==> config.mk <==
export PLATFORM = sky130hd
export DESIGN_NAME = length_prefixed_unit_deframer
export DESIGN_NICKNAME = d
export VERILOG_FILES = /design/src/hw/rtl/lpud_pkg.sv /design/src/hw/rtl/lpud_fifo.sv /design/src/hw/rtl/lpud_front.sv /design/src/hw/rtl/lpud_back.sv /design/src/hw/rtl/length_prefixed_unit_deframer.sv
export SDC_FILE = /design/constraint.sdc
export NUM_CORES = 2
export LEC_CHECK = 0
export ABC_AREA = 1
export BUFFER_PORTS_ARGS = -buffer_cell sky130_fd_sc_hd__buf_2
export CORE_MARGIN = 8
export CORE_UTILIZATION = 65
export CTS_BUF_LIST = sky130_fd_sc_hd__clkbuf_2
export CTS_CLUSTER_DIAMETER = 40
export CTS_CLUSTER_SIZE = 28
export DETAILED_ROUTE_END_ITERATION = 8
export HOLD_SLACK_MARGIN = 0.02
export MAX_ROUTING_LAYER = met4
export PLACE_DENSITY = 0.8
export SLEW_MARGIN = 20
export SYNTH_ARGS = -nofsm -noshare
export SYNTH_HDL_FRONTEND = slang
export SYNTH_SLANG_ARGS = --single-unit
==> constraint.sdc <==
create_clock -name clk_i -period 24.5 [get_ports clk_i]
set_input_delay 1.225 -clock clk_i [delete_from_list [all_inputs] [get_ports clk_i]]
set_output_delay 1.225 -clock clk_i [all_outputs]
set_load 0.005 [all_outputs]
==> src/hw/rtl/lpud_pkg.sv <==
// Shared types and constants of the length-prefixed unit deframer.
package lpud_pkg;

  // Result status codes
  typedef enum logic [1:0] {
    StPayload = 2'd0,
    StEmpty   = 2'd1,
    StOverrun = 2'd2
  } status_e;

  localparam int unsigned ByteBits  = 8;
  localparam int unsigned KindBits  = 3;
  localparam int unsigned TimeBits  = 47;
  localparam int unsigned RtpBits   = 32;
  localparam int unsigned ModeBits  = 3;
  localparam int unsigned LenBits   = 32;
  localparam int unsigned MaxPrefix = 4;

  // ceil(t * 90 / 1000) = floor((t * 9 + 99) / 100)
  localparam int unsigned TimeMul   = 9;
  localparam int unsigned RoundAdd  = 99;
  localparam int unsigned DivBase   = 100;
  // floor(x / 100) = (x * DivRecip) >> DivShift for x below 100 * 256
  localparam int unsigned DivRecip  = 41944;
  localparam int unsigned DivShift  = 22;
  localparam int unsigned RemBits   = 7;
  localparam int unsigned XBits     = RemBits + ByteBits;
  localparam int unsigned RecipBits = 16;
  localparam int unsigned NDigits   = 7;
  localparam int unsigned WBits     = NDigits * ByteBits;

  // Work record passed from the front to the back
  typedef struct packed {
    logic                  start;
    logic                  emit;
    logic [KindBits-1:0]   kind;
    logic [TimeBits-1:0]   time_us;
    logic [ByteBits-1:0]   data;
    status_e               status;
    logic                  first;
    logic                  last;
  } rec_t;

endpackage

==> src/hw/rtl/lpud_fifo.sv <==
// Short flop queue of work records between the front and the back.
module lpud_fifo #(
  parameter int unsigned Depth = 4
) (
  input  logic           clk_i,
  input  logic           rst_ni,
  input  logic           wr_en_i,
  input  lpud_pkg::rec_t wr_data_i,
  input  logic           rd_en_i,
  output lpud_pkg::rec_t rd_data_o,
  output logic           full_o,
  output logic           empty_o
);

  localparam int unsigned PtrW = (Depth > 1) ? $clog2(Depth) : 1;
  localparam int unsigned CntW = $clog2(Depth + 1);

  lpud_pkg::rec_t mem_q [Depth];
  logic [PtrW-1:0] wr_ptr_q, wr_ptr_d, rd_ptr_q, rd_ptr_d;
  logic [CntW-1:0] count_q, count_d;

  assign full_o    = (count_q == CntW'(Depth));
  assign empty_o   = (count_q == '0);
  assign rd_data_o = mem_q[rd_ptr_q];

  // Advance pointers with wrap at the queue depth
  always_comb begin
    wr_ptr_d = wr_ptr_q;
    rd_ptr_d = rd_ptr_q;
    count_d  = count_q;
    if (wr_en_i) begin
      wr_ptr_d = (wr_ptr_q == PtrW'(Depth - 1)) ? '0 : wr_ptr_q + 1'b1;
    end
    if (rd_en_i) begin
      rd_ptr_d = (rd_ptr_q == PtrW'(Depth - 1)) ? '0 : rd_ptr_q + 1'b1;
    end
    if (wr_en_i && !rd_en_i) begin
      count_d = count_q + 1'b1;
    end else if (!wr_en_i && rd_en_i) begin
      count_d = count_q - 1'b1;
    end
  end

  always_ff @(posedge clk_i or negedge rst_ni) begin
    if (!rst_ni) begin
      wr_ptr_q <= '0;
      rd_ptr_q <= '0;
      count_q  <= '0;
    end else begin
      wr_ptr_q <= wr_ptr_d;
      rd_ptr_q <= rd_ptr_d;
      count_q  <= count_d;
    end
  end

  // Store the written beat
  always_ff @(posedge clk_i) begin
    if (wr_en_i) begin
      mem_q[wr_ptr_q] <= wr_data_i;
    end
  end

endmodule

==> src/hw/rtl/lpud_front.sv <==
// Front end: walks the frame byte by byte, parses prefixes and classifies each byte.
module lpud_front #(
  parameter int unsigned FrameLenBits = 24
) (
  input  logic                             clk_i,
  input  logic                             rst_ni,
  input  logic                             accept_i,
  input  logic [lpud_pkg::ModeBits-1:0]    prefix_mode_i,
  input  logic [lpud_pkg::ByteBits-1:0]    data_byte_i,
  input  logic                             frame_start_i,
  input  logic [23:0]                      frame_bytes_i,
  input  logic [lpud_pkg::KindBits-1:0]    frame_kind_i,
  input  logic [lpud_pkg::TimeBits-1:0]    time_us_i,
  output logic                             rec_push_o,
  output lpud_pkg::rec_t                   rec_o
);

  localparam int unsigned LenW = lpud_pkg::LenBits;

  logic                              in_prefix_q, in_prefix_d;
  logic [2:0]                        prefix_count_q, prefix_count_d;
  logic [LenW-1:0]                   length_accum_q, length_accum_d;
  logic [LenW-1:0]                   unit_remaining_q, unit_remaining_d;
  logic [FrameLenBits-1:0]           frame_remaining_q, frame_remaining_d;
  logic                              discarding_q, discarding_d;

  logic [FrameLenBits-1:0]           frame_cur;
  logic [FrameLenBits-1:0]           frame_after;
  logic [2:0]                        cap;
  logic                              emit;
  logic [lpud_pkg::ByteBits-1:0]     out_data;
  lpud_pkg::status_e                 status;
  logic                              first;
  logic                              last;

  // Classify the current byte and work out the next parser state
  always_comb begin
    frame_cur         = frame_start_i ? FrameLenBits'(frame_bytes_i) : frame_remaining_q;
    in_prefix_d       = frame_start_i ? 1'b1 : in_prefix_q;
    prefix_count_d    = frame_start_i ? 3'd0 : prefix_count_q;
    length_accum_d    = frame_start_i ? '0 : length_accum_q;
    unit_remaining_d  = frame_start_i ? '0 : unit_remaining_q;
    discarding_d      = frame_start_i ? 1'b0 : discarding_q;
    frame_remaining_d = frame_cur;
    frame_after       = frame_cur - 1'b1;
    cap               = (prefix_mode_i > 3'(lpud_pkg::MaxPrefix)) ?
                        3'(lpud_pkg::MaxPrefix) : prefix_mode_i;
    emit              = 1'b0;
    out_data          = '0;
    status            = lpud_pkg::StPayload;
    first             = 1'b0;
    last              = 1'b0;

    if (frame_cur != '0) begin
      if (discarding_d) begin
        // drop the rest of the frame
      end else if (!in_prefix_d) begin
        // payload byte inside a unit
        emit             = 1'b1;
        out_data         = data_byte_i;
        first            = (unit_remaining_d == length_accum_d);
        last             = (unit_remaining_d == LenW'(1));
        unit_remaining_d = unit_remaining_d - 1'b1;
        if (unit_remaining_d == '0) begin
          in_prefix_d    = 1'b1;
          prefix_count_d = '0;
          length_accum_d = '0;
        end
      end else if (prefix_count_d == '0 && prefix_mode_i > 3'(lpud_pkg::MaxPrefix)) begin
        discarding_d = 1'b1;
      end else if (prefix_count_d == '0 && prefix_mode_i == '0) begin
        // whole rest of the frame is one unit
        length_accum_d   = LenW'(frame_cur);
        unit_remaining_d = LenW'(frame_cur) - 1'b1;
        emit             = 1'b1;
        out_data         = data_byte_i;
        first            = 1'b1;
        last             = (unit_remaining_d == '0);
        if (unit_remaining_d == '0) begin
          length_accum_d = '0;
        end else begin
          in_prefix_d = 1'b0;
        end
      end else if (prefix_count_d == '0 && LenW'(frame_cur) <= LenW'(prefix_mode_i)) begin
        // prefix cannot complete before the frame ends
        discarding_d = 1'b1;
      end else begin
        // collect one little-endian prefix byte
        length_accum_d = length_accum_d |
                         (LenW'(data_byte_i) << {prefix_count_d[1:0], 3'b000});
        prefix_count_d = prefix_count_d + 1'b1;
        if (prefix_count_d >= cap) begin
          if (length_accum_d > LenW'(frame_after)) begin
            emit         = 1'b1;
            status       = lpud_pkg::StOverrun;
            first        = 1'b1;
            last         = 1'b1;
            discarding_d = 1'b1;
          end else if (length_accum_d == '0) begin
            emit           = 1'b1;
            status         = lpud_pkg::StEmpty;
            first          = 1'b1;
            last           = 1'b1;
            prefix_count_d = '0;
          end else begin
            in_prefix_d      = 1'b0;
            prefix_count_d   = '0;
            unit_remaining_d = length_accum_d;
          end
        end
      end

      // count down the frame and rearm at its end
      frame_remaining_d = frame_after;
      if (frame_after == '0) begin
        in_prefix_d      = 1'b1;
        prefix_count_d   = '0;
        length_accum_d   = '0;
        unit_remaining_d = '0;
        discarding_d     = 1'b0;
      end
    end
  end

  always_ff @(posedge clk_i or negedge rst_ni) begin
    if (!rst_ni) begin
      in_prefix_q       <= 1'b1;
      prefix_count_q    <= '0;
      length_accum_q    <= '0;
      unit_remaining_q  <= '0;
      frame_remaining_q <= '0;
      discarding_q      <= 1'b0;
    end else if (accept_i) begin
      in_prefix_q       <= in_prefix_d;
      prefix_count_q    <= prefix_count_d;
      length_accum_q    <= length_accum_d;
      unit_remaining_q  <= unit_remaining_d;
      frame_remaining_q <= frame_remaining_d;
      discarding_q      <= discarding_d;
    end
  end

  // Hand a record to the back for results and for frame starts
  assign rec_push_o     = accept_i && (emit || frame_start_i);
  assign rec_o.start    = frame_start_i;
  assign rec_o.emit     = emit;
  assign rec_o.kind     = frame_kind_i;
  assign rec_o.time_us  = time_us_i;
  assign rec_o.data     = out_data;
  assign rec_o.status   = status;
  assign rec_o.first    = first;
  assign rec_o.last     = last;

endmodule

==> src/hw/rtl/lpud_back.sv <==
// Back end: converts the frame time to 90 kHz ticks and drives the result register.
module lpud_back (
  input  logic                           clk_i,
  input  logic                           rst_ni,
  input  logic                           rec_avail_i,
  input  lpud_pkg::rec_t                 rec_i,
  output logic                           rec_take_o,
  input  logic                           pop_i,
  output logic                           empty_o,
  output logic [lpud_pkg::ByteBits-1:0]  unit_byte_o,
  output logic [1:0]                     status_o,
  output logic                           unit_first_o,
  output logic                           unit_last_o,
  output logic [lpud_pkg::KindBits-1:0]  out_kind_o,
  output logic [lpud_pkg::RtpBits-1:0]   rtp_time_o
);

  localparam int unsigned NStages = lpud_pkg::NDigits + 1;
  localparam int unsigned LastSt  = NStages - 1;
  localparam int unsigned WBits   = lpud_pkg::WBits;
  localparam int unsigned XBits   = lpud_pkg::XBits;
  localparam int unsigned RemBits = lpud_pkg::RemBits;
  localparam int unsigned ProdW   = XBits + lpud_pkg::RecipBits;
  localparam int unsigned BB      = lpud_pkg::ByteBits;
  localparam int unsigned RtpW    = lpud_pkg::RtpBits;

  logic                   vld_q  [NStages];
  lpud_pkg::rec_t         rec_q  [NStages];
  logic [WBits-1:0]       w_q    [NStages];
  logic [RemBits-1:0]     rem_q  [NStages];
  logic [RtpW-1:0]        quot_q [NStages];

  logic                          out_valid_q;
  logic [BB-1:0]                 out_byte_q;
  lpud_pkg::status_e             out_status_q;
  logic                          out_first_q, out_last_q;
  logic [lpud_pkg::KindBits-1:0] out_kind_q, held_kind_q, kind_now;
  logic [RtpW-1:0]               out_rtp_q, held_rtp_q, rtp_now;
  logic                          advance;
  logic [WBits-1:0]              w_in;

  // Move the whole pipeline unless a result waits untaken
  assign advance    = !out_valid_q || pop_i;
  assign rec_take_o = advance && rec_avail_i;

  // Scale and bias the time: t * 9 + 99
  assign w_in = (WBits'(rec_i.time_us) << 3) + WBits'(rec_i.time_us) +
                WBits'(lpud_pkg::RoundAdd);

  always_ff @(posedge clk_i or negedge rst_ni) begin
    if (!rst_ni) begin
      vld_q[0] <= 1'b0;
    end else if (advance) begin
      vld_q[0] <= rec_avail_i;
    end
  end

  always_ff @(posedge clk_i) begin
    if (advance) begin
      rec_q[0]  <= rec_i;
      w_q[0]    <= w_in;
      rem_q[0]  <= '0;
      quot_q[0] <= '0;
    end
  end

  // One base-256 digit of the division by 100 per stage, most significant first
  for (genvar i = 1; i < NStages; i++) begin : g_digit
    logic [XBits-1:0]   x;
    logic [ProdW-1:0]   prod;
    logic [BB-1:0]      qd;
    logic [XBits-1:0]   rem_full;

    assign x        = {rem_q[i-1], w_q[i-1][WBits-1-BB*(i-1) -: BB]};
    assign prod     = ProdW'(x) * ProdW'(lpud_pkg::DivRecip);
    assign qd       = BB'(prod >> lpud_pkg::DivShift);
    assign rem_full = x - XBits'(qd) * XBits'(lpud_pkg::DivBase);

    always_ff @(posedge clk_i or negedge rst_ni) begin
      if (!rst_ni) begin
        vld_q[i] <= 1'b0;
      end else if (advance) begin
        vld_q[i] <= vld_q[i-1];
      end
    end

    always_ff @(posedge clk_i) begin
      if (advance) begin
        rec_q[i]  <= rec_q[i-1];
        w_q[i]    <= w_q[i-1];
        rem_q[i]  <= RemBits'(rem_full);
        quot_q[i] <= {quot_q[i-1][RtpW-BB-1:0], qd};
      end
    end
  end

  // A frame start brings its own kind and time
  assign kind_now = rec_q[LastSt].start ? rec_q[LastSt].kind : held_kind_q;
  assign rtp_now  = rec_q[LastSt].start ? quot_q[LastSt]     : held_rtp_q;

  // Hold the frame fields and load the result register
  always_ff @(posedge clk_i or negedge rst_ni) begin
    if (!rst_ni) begin
      out_valid_q <= 1'b0;
      held_kind_q <= '0;
      held_rtp_q  <= '0;
    end else if (advance) begin
      out_valid_q <= vld_q[LastSt] && rec_q[LastSt].emit;
      if (vld_q[LastSt] && rec_q[LastSt].start) begin
        held_kind_q <= rec_q[LastSt].kind;
        held_rtp_q  <= quot_q[LastSt];
      end
    end
  end

  always_ff @(posedge clk_i) begin
    if (advance) begin
      out_byte_q   <= rec_q[LastSt].data;
      out_status_q <= rec_q[LastSt].status;
      out_first_q  <= rec_q[LastSt].first;
      out_last_q   <= rec_q[LastSt].last;
      out_kind_q   <= kind_now;
      out_rtp_q    <= rtp_now;
    end
  end

  assign empty_o      = !out_valid_q;
  assign unit_byte_o  = out_byte_q;
  assign status_o     = out_status_q;
  assign unit_first_o = out_first_q;
  assign unit_last_o  = out_last_q;
  assign out_kind_o   = out_kind_q;
  assign rtp_time_o   = out_rtp_q;

endmodule

==> src/hw/rtl/length_prefixed_unit_deframer.sv <==
// Top level of the length-prefixed unit deframer.
//
// Takes one frame byte per push and splits the frame into units behind 0 to 4 byte
// little-endian length prefixes (prefix_mode), emitting one result per payload byte,
// an empty-unit marker for a zero length and an overrun error when a length runs past
// the frame end. The block takes one byte every cycle while full is low; full rises only
// when the four-beat record queue between the parser and the time converter backs up,
// which happens only while results are not popped. A result reaches the output ports
// once the byte that caused it has passed the record queue, whose read loads the scaled
// time, the digit-per-stage division by 100 that turns microseconds into 90 kHz ticks,
// and the result register; a result left untaken stalls the whole pipeline.
// No clearing pass follows reset. The configuration channel is always ready; write
// prefix_mode only while idle.
module length_prefixed_unit_deframer #(
  parameter int unsigned FrameLenBits = 24,
  parameter int unsigned FifoDepth    = 4
) (
  input  logic                           clk_i,
  input  logic                           rst_ni,
  // configuration
  input  logic                           cfg_valid_i,
  output logic                           cfg_ready_o,
  input  logic [lpud_pkg::ModeBits-1:0]  cfg_data_i,
  // input beats
  input  logic                           push,
  output logic                           full,
  input  logic [lpud_pkg::ByteBits-1:0]  data_byte_i,
  input  logic                           frame_start_i,
  input  logic [23:0]                    frame_bytes_i,
  input  logic [lpud_pkg::KindBits-1:0]  frame_kind_i,
  input  logic [lpud_pkg::TimeBits-1:0]  time_us_i,
  // result beats
  output logic                           empty,
  input  logic                           pop,
  output logic [lpud_pkg::ByteBits-1:0]  unit_byte_o,
  output logic [1:0]                     status_o,
  output logic                           unit_first_o,
  output logic                           unit_last_o,
  output logic [lpud_pkg::KindBits-1:0]  out_kind_o,
  output logic [lpud_pkg::RtpBits-1:0]   rtp_time_o
);

  logic [lpud_pkg::ModeBits-1:0] prefix_mode_q;
  logic                          accept;
  logic                          rec_push, rec_take, q_full, q_empty;
  lpud_pkg::rec_t                rec_wr, rec_rd;

  // Hold the prefix mode register
  assign cfg_ready_o = 1'b1;
  always_ff @(posedge clk_i or negedge rst_ni) begin
    if (!rst_ni) begin
      prefix_mode_q <= lpud_pkg::ModeBits'(lpud_pkg::MaxPrefix);
    end else if (cfg_valid_i && cfg_ready_o) begin
      prefix_mode_q <= cfg_data_i;
    end
  end

  assign full   = q_full;
  assign accept = push && !q_full;

  lpud_front #(
    .FrameLenBits(FrameLenBits)
  ) u_front (
    .clk_i         (clk_i),
    .rst_ni        (rst_ni),
    .accept_i      (accept),
    .prefix_mode_i (prefix_mode_q),
    .data_byte_i   (data_byte_i),
    .frame_start_i (frame_start_i),
    .frame_bytes_i (frame_bytes_i),
    .frame_kind_i  (frame_kind_i),
    .time_us_i     (time_us_i),
    .rec_push_o    (rec_push),
    .rec_o         (rec_wr)
  );

  lpud_fifo #(
    .Depth(FifoDepth)
  ) u_fifo (
    .clk_i     (clk_i),
    .rst_ni    (rst_ni),
    .wr_en_i   (rec_push),
    .wr_data_i (rec_wr),
    .rd_en_i   (rec_take),
    .rd_data_o (rec_rd),
    .full_o    (q_full),
    .empty_o   (q_empty)
  );

  lpud_back u_back (
    .clk_i        (clk_i),
    .rst_ni       (rst_ni),
    .rec_avail_i  (!q_empty),
    .rec_i        (rec_rd),
    .rec_take_o   (rec_take),
    .pop_i        (pop),
    .empty_o      (empty),
    .unit_byte_o  (unit_byte_o),
    .status_o     (status_o),
    .unit_first_o (unit_first_o),
    .unit_last_o  (unit_last_o),
    .out_kind_o   (out_kind_o),
    .rtp_time_o   (rtp_time_o)
  );

endmodule
==> results.cfg <==
[outcome]
status = finished, final reports clean

[worst_setup_path]
cp_max_fo = 64
critical_path.most_common_cell = nand2_1
cp.required_ns = 25.43
end_kind = flip-flop
crit_slowest_cell = buf_4
startpoint_type = primary input
worstPathArrival_ns = 7.96
cp_slowest_stage_delay_ns = 0.72
critical_path_class = in2reg

[clocking]
clockRootBuffer = clkbuf_2
h-tree-depth = 3
cts_buffers = 106
cts_buffer_depth = 3
cts-hold-fix-buffers = 54
clk_pin_slew_ns = 0.17
cts_setup_buffers = 0
clkLatencyLatePin_ns = 1.42
cts-resized-gates = 0
tritoncts = built
cts.sinks = 925

[synth]
synth_edf_count = 778
syn-num-nets = 7570
ys_seq_elements = 925
yosys_warnings = 0
ys_seq_area_share_pct = 42.4
yosysUniqueCellTypes = 63
synth_async_sr_flop_share_pct = 15.9
syn_area_per_cell_um2 = 9.97
syn_inst = 6407
synth_area_um2 = 63800
synthFlopType = edfxtp_1

[floorplan]
core_um2 = 97800
die_height_um = 329
pin_count = 141
die_area_um2 = 109000
start_util_pct = 65.3
die_w_um = 329
rows = 115

[timing]
fin_skew_ns = 0.163
slew_viol_final = 0
setup_viol = 0
fin_crit_ns = 7.03
fin_setup_tns_ns = 0
worstMarginPinSlew_ns = 1.16
fin_crit_sh_pct = 28.7
rsz0062_at_grt = false
hold_viol_final = 0
slew_headroom_pct = 22.4
fmax_mhz = 142

[route]
wl_per_cell_um = 18.7
avgViaCountPerCell = 5.68
drt_first_pass_iters = 8
drc = 0
drtIter0Drc = 4471
wl_mm = 149
drtAntennaViolNets = 0
via_count = 45263

[layout]
nets = 7744
final_cell_mix = inv_1, edfxtp_1, nand2_1
regArea_um2 = 27000
layout_commonest_cell = inv_1
nFillCells = 7300
drive_above_1_share_pct = 6.79
area_growth_pct = 6.35
multi_input_area_um2 = 31600
fin_cells = 7969

[placement]
dpl.cell_count = 7706
io_buffers = 139
gp_congestion = 0.986
dpl.hpwl_mm = 111

[global_route]
grt_overflow_total = 0
grt_max_degree = 185
grt_pass1_vias = 45020
antenna_found_initial = 6
grt_pass1_wl_mm = 238
globalRouteTotalUtil_pct = 28.3

[job]
drv_cap = 0

[hold_path]
hp-class = in2reg
-- worst max-delay path, delay by kind of cell --
| family | cells | cell delay (ns) |
|---|---|---|
| buffers and inverters | 9 | 2.39 |
| AO/OA/AOI/OAI | 3 | 0.55 |
| AND/OR/NAND/NOR | 19 | 2.97 |
| adder cells (fa/ha/maj) | 2 | 0.48 |
| XOR/XNOR | 1 | 0.23 |
-- Yosys cell counts (all sizes together) (10+ instances only) --
master  count  share of area (%)
fa        397                 12
dfrtp     145                5.7
a31oi      22               0.22
a21oi     372                2.9
a21o       10               0.12
xnor2      61               0.84
nand3     193                1.5
or2        15               0.15
o211ai     17               0.20
o21ai     483                3.8
nor3       39               0.33
a22oi      10               0.12
buf        35               0.37
edfxtp    778                 37
clkbuf    125               0.73
nand4      74               0.73
nor2      587                3.6
o21a       14               0.16
o22ai      95               0.93
inv      1198                7.0
ha        675                 13
a211oi     10               0.12
o21bai     19               0.22
xor2      163                2.2
nor4       20               0.22
nand2     791                4.7
o31ai      14               0.16
-- kinds of logic (layout without fill, tap and decap cells) --
group | Yosys count | after routing | synth area share [%]
muxes | 1 | 1 | 0.0176
buffers and inverters | 1367 | 1634 | 8.20
xor gates and xnor gates | 226 | 226 | 3.14
adders and majority gates | 1072 | 1072 | 25.7
other | 2 | 10 | 0.0118
and+or+nand+nor | 1728 | 1728 | 11.4
AOI/OAI and AO/OA | 1086 | 1086 | 9.24
DFF | 925 | 925 | 42.4
-- area by class of cell --
class | instances | area share (%)
Antenna cell | 8 | 0.0295
Tap cell | 1287 | 2.37
Clock buffer | 116 | 0.855
Timing Repair Buffer | 226 | 2.24
Sequential cell | 925 | 39.8
Inverter | 1207 | 6.68
Clock inverter | 85 | 1.39
Multi-Input combinational cell | 4115 | 46.6
-- final timing paths --
| kind | slack (ns) | startpoint | end | cells after the start |
|---|---|---|---|---|
| setup / recovery | 17.47 | frame_start_i | u_fifo.mem_q[2][43] | 34 |
| setup reg to reg | 17.63 | u_back.w_q[1][70] | u_back.rem_q[1][20] | 31 |
| hold / removal | 0.21 | cfg_data_i[2] | prefix_mode_q[2] | 3 |
| max in group asynchronous | 22.30 | rst_ni | u_front.frame_remaining_q[4] | 3 |
| min in group asynchronous | 0.44 | rst_ni | u_back.held_rtp_q[27] | 2 |
| hold reg to reg | 0.33 | u_back.rec_q[0][133] | u_back.rec_q[0][197] | 0 |
-- flip-flops by register name, summed over array words and instances (netlist names), 2 cells and up --
register,flops
u_fifo.mem_q,256
u_back.w_q,220
u_back.rec_q,136
u_back.quot_q,80
u_back.rem_q,39
u_back.held_rtp_q,32
u_back.rtp_time_o,32
u_front.length_accum_q,32
u_front.unit_remaining_q,32
u_front.frame_remaining_q,24
u_back.unit_byte_o,8
u_back.vld_q,8
prefix_mode_q,3
u_back.held_kind_q,3
u_back.out_kind_o,3
u_fifo.count_q,3
u_front.prefix_count_q,3
u_back.status_o,2
u_fifo.rd_ptr_q,2
u_fifo.wr_ptr_q,2
-- stage by stage --
step | hold slack, ns | setup slack [ns] | area [um2] | utilization [%]
3_3_place_gp | 0.401 | 16.28 | 65800 | 67.3
4_1_cts | 0.0328 | 17.62 | 67900 | 69.4
2_1_floorplan | 0.400 | 4.41 | 63800 | -
3_5_place_dp | 0.405 | 16.19 | 65800 | 67.3
6_report | 0.206 | 17.47 | 67900 | 69.4
5_1_grt | 0.0758 | 17.07 | 67900 | 69.4
-- metal layers --
layer	part of all wire [%]	track usage, %
met3	7.6	4.59
met4	2.5	7.44
met5	0	-
met1	43	38.2
met2	47	45.1
Power is left out: the tool's default activity adds up to more than one toggle a clock period on the data nets, which glitch-free logic cannot reach.
